--- config.mk ---
export PLATFORM = sky130hd
export DESIGN_NAME = button_click_long_press_classifier_flat
export DESIGN_NICKNAME = d
export VERILOG_FILES = /design/src/rtl/bclp_pkg.sv /design/src/rtl/bclp_ifs.sv /design/src/rtl/bclp_upd.sv /design/src/rtl/button_click_long_press_classifier.sv /design/src/flat_wrapper.sv
export SDC_FILE = /design/constraint.sdc
export NUM_CORES = 1
export LEC_CHECK = 0
export ABC_CLOCK_PERIOD_IN_PS = 17500
export BUFFER_PORTS_ARGS = -buffer_cell sky130_fd_sc_hd__clkbuf_2
export CORE_MARGIN = 2
export CORE_UTILIZATION = 54
export CTS_BUF_LIST = sky130_fd_sc_hd__clkbuf_16
export CTS_CLUSTER_SIZE = 16
export DETAILED_ROUTE_END_ITERATION = 16
export GPL_ROUTABILITY_DRIVEN = 1
export GPL_TIMING_DRIVEN = 0
export PLACE_DENSITY = 0.75
export SYNTH_ARGS = -nofsm -noshare
export SYNTH_HDL_FRONTEND = slang
export SYNTH_SLANG_ARGS = --single-unit
--- constraint.sdc ---
create_clock -name clk -period 17.5 [get_ports clk]
set_input_delay 0 -clock clk [delete_from_list [all_inputs] [get_ports clk]]
set_output_delay 0 -clock clk [all_outputs]
set_load 0.1 [all_outputs]
--- src/rtl/bclp_pkg.sv ---
// package with types, codes and helpers for the press classifier
`timescale 1ns / 1ps
package bclp_pkg;

	localparam int NUM_BUTTONS_DEF = 3;
	localparam int THR_W = 24;
	localparam logic [THR_W-1:0] LONG_PRESS_RESET = 24'd700000;

	localparam logic [2:0] MODE_PRESS = 3'd0;
	localparam logic [2:0] MODE_RELEASE = 3'd1;
	localparam logic [2:0] MODE_TIMEOUT = 3'd2;
	localparam logic [2:0] MODE_READ_CLICKS = 3'd3;
	localparam logic [2:0] MODE_READ_LONGS = 3'd4;

	localparam logic [1:0] WD_NONE = 2'd0;
	localparam logic [1:0] WD_ARM = 2'd1;
	localparam logic [1:0] WD_DISARM = 2'd2;

	localparam logic [1:0] CNT_NONE = 2'd0;
	localparam logic [1:0] CNT_CLICK = 2'd1;
	localparam logic [1:0] CNT_LONG = 2'd2;

	typedef struct packed {
		logic        pressed;
		logic        long_done;
		logic [31:0] start_time;
		logic [7:0]  clicks;
		logic [7:0]  longs;
	} entry_t;

	typedef struct packed {
		logic [7:0] read_count;
		logic [1:0] watchdog_cmd;
		logic [1:0] event_counted;
	} rsp_t;

	function automatic logic [7:0] sat_inc(logic [7:0] v);
		return (v == 8'hFF) ? v : v + 8'd1;
	endfunction

endpackage

--- src/rtl/bclp_ifs.sv ---
// request and response channel interfaces
`timescale 1ns / 1ps
interface bclp_req_if;
	logic        valid;
	logic        ready;
	logic [2:0]  mode;
	logic [1:0]  button_index;
	logic [31:0] timestamp_us;

	modport source (output valid, output mode, output button_index, output timestamp_us,
		input ready);
	modport sink (input valid, input mode, input button_index, input timestamp_us,
		output ready);
endinterface

interface bclp_rsp_if;
	logic       valid;
	logic       ready;
	logic [7:0] read_count;
	logic [1:0] watchdog_cmd;
	logic [1:0] event_counted;

	modport source (output valid, output read_count, output watchdog_cmd,
		output event_counted, input ready);
	modport sink (input valid, input read_count, input watchdog_cmd,
		input event_counted, output ready);
endinterface

--- src/rtl/bclp_upd.sv ---
// per-button state update and response for one request
`timescale 1ns / 1ps
module bclp_upd (
	input  logic [2:0]                    mode,
	input  logic                          in_range,
	input  logic [31:0]                   timestamp_us,
	input  logic [bclp_pkg::THR_W-1:0]    long_press_us,
	input  bclp_pkg::entry_t              cur,
	output bclp_pkg::entry_t              nxt,
	output logic                          we,
	output bclp_pkg::rsp_t                rsp
);

	logic [31:0] dt;

	assign dt = timestamp_us - cur.start_time;

	always_comb begin
		nxt = cur;
		we = 1'b0;
		rsp = '0;
		if (in_range) begin
			unique case (mode)
				bclp_pkg::MODE_PRESS: begin
					nxt.pressed = 1'b1;
					nxt.start_time = timestamp_us;
					nxt.long_done = 1'b0;
					rsp.watchdog_cmd = bclp_pkg::WD_ARM;
					we = 1'b1;
				end
				bclp_pkg::MODE_RELEASE: begin
					rsp.watchdog_cmd = bclp_pkg::WD_DISARM;
					we = 1'b1;
					if (cur.pressed) begin
						nxt.pressed = 1'b0;
						if (!cur.long_done) begin
							if (dt >= {8'd0, long_press_us}) begin
								nxt.longs = bclp_pkg::sat_inc(cur.longs);
								rsp.event_counted = bclp_pkg::CNT_LONG;
							end else begin
								nxt.clicks = bclp_pkg::sat_inc(cur.clicks);
								rsp.event_counted = bclp_pkg::CNT_CLICK;
							end
						end
					end
				end
				bclp_pkg::MODE_TIMEOUT: begin
					we = 1'b1;
					if (cur.pressed && !cur.long_done) begin
						nxt.longs = bclp_pkg::sat_inc(cur.longs);
						nxt.long_done = 1'b1;
						rsp.event_counted = bclp_pkg::CNT_LONG;
					end
				end
				bclp_pkg::MODE_READ_CLICKS: begin
					rsp.read_count = cur.clicks;
					nxt.clicks = 8'd0;
					we = 1'b1;
				end
				bclp_pkg::MODE_READ_LONGS: begin
					rsp.read_count = cur.longs;
					nxt.longs = 8'd0;
					we = 1'b1;
				end
				default: begin
					we = 1'b0;
				end
			endcase
		end
	end

endmodule

--- src/rtl/button_click_long_press_classifier.sv ---
// a request's state is read into the _s1 registers, then its update into the output register
// one request per cycle unless the response stalls, via a single state memory read-modify-write
// a write to the same button by the previous request is forwarded into the next one
// reset: threshold returns to 700000 us; per-button valid flags clear so every button reads as zero
// reset needs no clearing pass, requests are taken from the first cycle after reset
`timescale 1ns / 1ps
module button_click_long_press_classifier #(
	parameter int NUM_BUTTONS = bclp_pkg::NUM_BUTTONS_DEF
) (
	input  logic                       clk,
	input  logic                       arst_n,
	bclp_req_if.sink                   req,
	bclp_rsp_if.source                 rsp,
	input  logic                       cfg_we,
	input  logic [bclp_pkg::THR_W-1:0] cfg_wdata
);

	localparam int AW = (NUM_BUTTONS > 1) ? $clog2(NUM_BUTTONS) : 1;

	bclp_pkg::entry_t mem [NUM_BUTTONS];
	logic [NUM_BUTTONS-1:0] vld_q;
	logic [bclp_pkg::THR_W-1:0] long_press_q;

	logic [AW+1:0] idx_ext;
	logic [AW-1:0] raddr;
	logic in_range_in;
	logic accept;
	logic advance;
	logic hit;

	logic v_s1;
	logic [2:0] mode_s1;
	logic [31:0] ts_s1;
	logic [AW-1:0] addr_s1;
	logic inr_s1;
	bclp_pkg::entry_t rd_s1;
	logic vld_s1;
	logic hit_s1;
	bclp_pkg::entry_t fwd_s1;

	bclp_pkg::entry_t cur;
	bclp_pkg::entry_t upd_nxt;
	logic upd_we;
	logic we;
	bclp_pkg::rsp_t upd_rsp;

	logic out_v_q;
	bclp_pkg::rsp_t rsp_q;

	assign idx_ext = (AW+2)'(req.button_index);
	assign raddr = idx_ext[AW-1:0];
	assign in_range_in = idx_ext < (AW+2)'(NUM_BUTTONS);

	assign advance = v_s1 && (!out_v_q || rsp.ready);
	assign req.ready = !v_s1 || advance;
	assign accept = req.valid && req.ready;
	assign we = advance && upd_we;
	assign hit = we && (addr_s1 == raddr);

	assign cur = hit_s1 ? fwd_s1 : (vld_s1 ? rd_s1 : '0);

	bclp_upd u_upd (
		.mode          (mode_s1),
		.in_range      (inr_s1),
		.timestamp_us  (ts_s1),
		.long_press_us (long_press_q),
		.cur           (cur),
		.nxt           (upd_nxt),
		.we            (upd_we),
		.rsp           (upd_rsp)
	);

	// state memory
	always_ff @(posedge clk) begin
		if (we) begin
			mem[addr_s1] <= upd_nxt;
		end
		if (accept && in_range_in) begin
			rd_s1 <= mem[raddr];
		end
	end

	always_ff @(posedge clk) begin
		if (accept) begin
			mode_s1 <= req.mode;
			ts_s1 <= req.timestamp_us;
			addr_s1 <= raddr;
			inr_s1 <= in_range_in;
			vld_s1 <= in_range_in && vld_q[raddr];
			hit_s1 <= hit;
			fwd_s1 <= upd_nxt;
		end
		if (advance) begin
			rsp_q <= upd_rsp;
		end
	end

	always_ff @(posedge clk or negedge arst_n) begin
		if (!arst_n) begin
			v_s1 <= 1'b0;
			out_v_q <= 1'b0;
			vld_q <= '0;
			long_press_q <= bclp_pkg::LONG_PRESS_RESET;
		end else begin
			if (accept) begin
				v_s1 <= 1'b1;
			end else if (advance) begin
				v_s1 <= 1'b0;
			end
			if (advance) begin
				out_v_q <= 1'b1;
			end else if (rsp.ready) begin
				out_v_q <= 1'b0;
			end
			if (we) begin
				vld_q[addr_s1] <= 1'b1;
			end
			if (cfg_we) begin
				long_press_q <= cfg_wdata;
			end
		end
	end

	assign rsp.valid = out_v_q;
	assign rsp.read_count = rsp_q.read_count;
	assign rsp.watchdog_cmd = rsp_q.watchdog_cmd;
	assign rsp.event_counted = rsp_q.event_counted;

endmodule

--- src/flat_wrapper.sv ---
// flat-port wrapper written by rule: the top's interface ports become plain ports
module button_click_long_press_classifier_flat 
#(
	parameter int NUM_BUTTONS = bclp_pkg::NUM_BUTTONS_DEF
)
  (clk, arst_n, cfg_we, cfg_wdata, req_valid, req_mode, req_button_index, req_timestamp_us, req_ready, rsp_valid, rsp_read_count, rsp_watchdog_cmd, rsp_event_counted, rsp_ready);
  bclp_req_if req_i ();
  bclp_rsp_if rsp_i ();
  input  logic clk;
  input  logic arst_n;
  input  logic cfg_we;
  input  logic [bclp_pkg::THR_W-1:0] cfg_wdata;
  input wire logic [$bits(req_i.valid)-1:0] req_valid;
  input wire logic [$bits(req_i.mode)-1:0] req_mode;
  input wire logic [$bits(req_i.button_index)-1:0] req_button_index;
  input wire logic [$bits(req_i.timestamp_us)-1:0] req_timestamp_us;
  output wire logic [$bits(req_i.ready)-1:0] req_ready;
  output wire logic [$bits(rsp_i.valid)-1:0] rsp_valid;
  output wire logic [$bits(rsp_i.read_count)-1:0] rsp_read_count;
  output wire logic [$bits(rsp_i.watchdog_cmd)-1:0] rsp_watchdog_cmd;
  output wire logic [$bits(rsp_i.event_counted)-1:0] rsp_event_counted;
  input wire logic [$bits(rsp_i.ready)-1:0] rsp_ready;
  assign req_i.valid = req_valid;
  assign req_i.mode = req_mode;
  assign req_i.button_index = req_button_index;
  assign req_i.timestamp_us = req_timestamp_us;
  assign req_ready = req_i.ready;
  assign rsp_valid = rsp_i.valid;
  assign rsp_read_count = rsp_i.read_count;
  assign rsp_watchdog_cmd = rsp_i.watchdog_cmd;
  assign rsp_event_counted = rsp_i.event_counted;
  assign rsp_i.ready = rsp_ready;
  button_click_long_press_classifier #(.NUM_BUTTONS(NUM_BUTTONS)) u_core (.clk(clk), .arst_n(arst_n), .req(req_i), .rsp(rsp_i), .cfg_we(cfg_we), .cfg_wdata(cfg_wdata));
endmodule
==> flow_summary.toml <==
[flow_run]
maxCapViolCount = 0

[sta]
hold_violations = 0
setup_slack_ns = 7.99
finalCriticalPeriod_ns = 9.51
setup_viol = 0
worst_slew_pin_slew_ns = 1.02
timing.final.max_slew_violations = 0
finalCritPeriodShare_pct = 54.4
timing.fmax_mhz = 105
skew_ns = 0.0151
rsz0062_at_grt = "no"
finalSetupTns_ns = 0
slew-limit-headroom_pct = 31.9

[die]
die_h_um = 172
fp.coreArea_um2 = 27800
start_util_pct = 54.8
die_x_um = 172
placementRows = 61
fp.dieArea_um2 = 29600
io_pins = 80

[synthesis]
ys.flop_type = "edfxtp_1"
synth-seq-cells = 331
syn-num-nets = 1310
synthCells = 1191
async_reset_ff_share_pct = 8.76
synth.distinct_cells = 74
seq_area_frac_synth_pct = 64.4
yosys_warnings = 0
synth-edff-count = 302
synth_area_um2 = 15200
syn_area_per_cell_um2 = 12.8

[clocking]
cts.sinks = 331
clkTransAtPathRegs_ns = 0.06
h-tree-depth = 2
clk-insertion-delay-late_ns = 0.52
cts-resized-gates = 0
cts_tree = "built"
cts_buffer_depth = 3
cts_buffers = 36
cts_root_buf = "clkbuf_16"

[finish]
n_fill_cell = 1961
multi_input_area_um2 = 5100
layout-drive-gt1-share_pct = 13.6
mostFrequentLayoutCell = "edfxtp_1"
antenna_cells = 0
regArea_um2 = 9810
syn_to_final_growth_pct = 20.1
stdcell_count = 1808
nNetsFinal = 1525
final_cell_mix = "302 x edfxtp_1, 120 x nand2_1, 99 x o21ai_0"

[global_routing]
grt_usage_pct = 24.7
grt_first_pass_wirelength_um = 56000
first_global_vias = 10600
grt_overflow = 0
grt_start_max_net_pins = 47
antenna_found_initial = 0

[placed_design]
dpl_worst_slack_ns = 8.21
gp_congestion = 0.923
io_buffers = 78
place_hpwl_um = 24000
dp.cells = 1665

[setup_path]
worstSetupPathType = "flop to flop"
cp_data_required_time_ns = 17.75
worst_setup_path_end_kind = "flop"
crit_arrival_ns = 9.76
crit_path_start_kind = "flop"
startpoint = "u_core.hit_s1$_DFFE_PP_"
cpMaxStageDelayCell = "clkbuf_1"
max_stage_delay_ns = 0.61
r2r_slack_ns = 7.99
timing.rr.start = "u_core.hit_s1$_DFFE_PP_"
crit_path_max_fanout = 10
path_common_cell = "a21oi_1"

[routing]
vias = 10600
wl_per_cell_um = 20.0
ant_nets = 0
via_per_inst = 5.85
route.detailed.drc = 0
firstDrtPassIters = 6
drt_wl_total_um = 36100
drt_iter0_drc = 1005

[min_path]
worstHoldStart = "cfg_we"
hp-class = "primary input to flop"

[pwr]
leakage_uw = 0.00695
p_per_area_nw_per_um2 = 109
irDropWorstVdd_mv = 0.0852

[outcome]
status = "finished clean"
==> layout make-up <==
type                       count  share of cell area [%]
buffer                        52                    1.16
clock buffer                  37                    5.06
multi-input combinational    772                    27.9
sequential                   331                    53.6
tap                          378                    2.59
inverter                      36                   0.739
timing repair buffer         177                    7.87
clock inverter                25                    1.13
==> flip-flops by register name (all words and copies together) (netlist names) <==
| name | flops |
|---|---|
| u_core.addr_s1 | 2 |
| u_core.mem | 150 |
| u_core.inr_s1 | 1 |
| u_core.hit_s1 | 1 |
| u_core.rsp.watchdog_cmd | 2 |
| u_core.fwd_s1 | 50 |
| u_core.vld_q | 3 |
| u_core.ts_s1 | 32 |
| u_core.v_s1 | 1 |
| u_core.long_press_q | 24 |
| u_core.vld_s1 | 1 |
| u_core.rsp.read_count | 8 |
| u_core.rsp.valid | 1 |
| u_core.rd_s1 | 50 |
| u_core.rsp.event_counted | 2 |
| u_core.mode_s1 | 3 |
==> routing by layer <==
metal / GRT usage (%) / part of all wire [%]
met4: 7.31 / 2.3
met3: 4.49 / 7.7
met5: 0 / 0
met1: 32.1 / 42
met2: 42.7 / 48
==> Yosys cell counts, types with 3 or more instances <==
master	number	area (um2)
edfxtp_1	302	9070
nand2_1	120	450
o21ai_0	99	495
a21oi_1	74	370
nor2_1	65	244
ha_1	53	663
mux2i_1	51	510
a22oi_1	43	323
inv_1	36	135
clkbuf_1	34	128
a21o_1	25	188
dfrtp_1	20	500
nand3_1	20	100
xnor2_1	19	166
buf_1	15	56.3
o22ai_1	14	87.6
and2_1	13	81.3
nor3_1	12	60.1
and3_1	10	62.6
xor2_1	10	87.6
a31oi_1	9	56.3
dfstp_2	9	236
a211oi_1	8	60.1
nor2b_1	8	50.1
nor3b_1	8	60.1
or2_2	8	50.1
or3_1	8	50.1
nand4_1	7	43.8
a31o_2	6	52.6
o211ai_1	6	45.0
nand2b_1	5	31.3
nand3b_1	5	37.5
o21a_1	5	37.5
a22o_1	4	35.0
and3b_1	4	35.0
a211o_1	3	26.3
mux2_2	3	33.8
o311ai_0	3	26.3
==> kinds of logic after synthesis <==
| kind of cell | count (synthesis) | share of synthesized area, % |
|---|---|---|
| adders and majority gates | 56 | 4.56 |
| AOI/OAI and AO/OA | 324 | 13.5 |
| buffers and inverters | 88 | 2.28 |
| DFF | 331 | 64.4 |
| xor gates and xnor gates | 30 | 1.77 |
| and+or+nand+nor | 308 | 9.95 |
| muxes | 54 | 3.57 |
==> worst paths after layout <==
kind                       depth (start not counted)                                  end
setup / recovery                                  34          u_core.mem[2][13]$_DFFE_PP_
max in group asynchronous                          2              u_core.v_s1$_DFFE_PN0P_
setup reg to reg                                  34          u_core.mem[2][13]$_DFFE_PP_
hold / removal                                     2   u_core.long_press_q[0]$_DFFE_PN0P_
min in group asynchronous                          2  u_core.long_press_q[16]$_DFFE_PN0P_
hold reg to reg                                    1          u_core.vld_q[0]$_DFFE_PN0P_
==> where the power goes <==
group	switching, uW	internal [uW]	total, uW	leakage, uW
clock	300	429	729	0.000589
sequential	16.9	923	940	0.00318
combinational	206	124	330	0.00319
total	523	1480	2000	0.00695
==> worst max-delay path, delay by kind of cell, from the launching register on <==
family	cells	cell delay (ns)
buf+inv	6	2.00
simple gates	12	3.05
compound gates	11	2.59
fa+ha+maj	4	0.97
xor+xnor	1	0.15
flops	1	0.48
==> stage by stage <==
stage	power (uW)	area (um2)	hold WS [ns]	util, %
6_report	2000	18300	0.0372	65.8
5_1_grt	2080	18300	0.0635	65.8
3_3_place_gp	1250	16100	0.121	57.9
3_5_place_dp	1260	16400	0.122	58.9
4_1_cts	2000	18300	0.0149	65.8
2_1_floorplan	1170	15200	-0.296	-
==> repair_timing <==
action | CTS | global route
hold buffers | 81 | 0
hold endpoints to repair | 90 | 0
buffers inserted | 0 | 0
(Power assumes the default switching activity.)
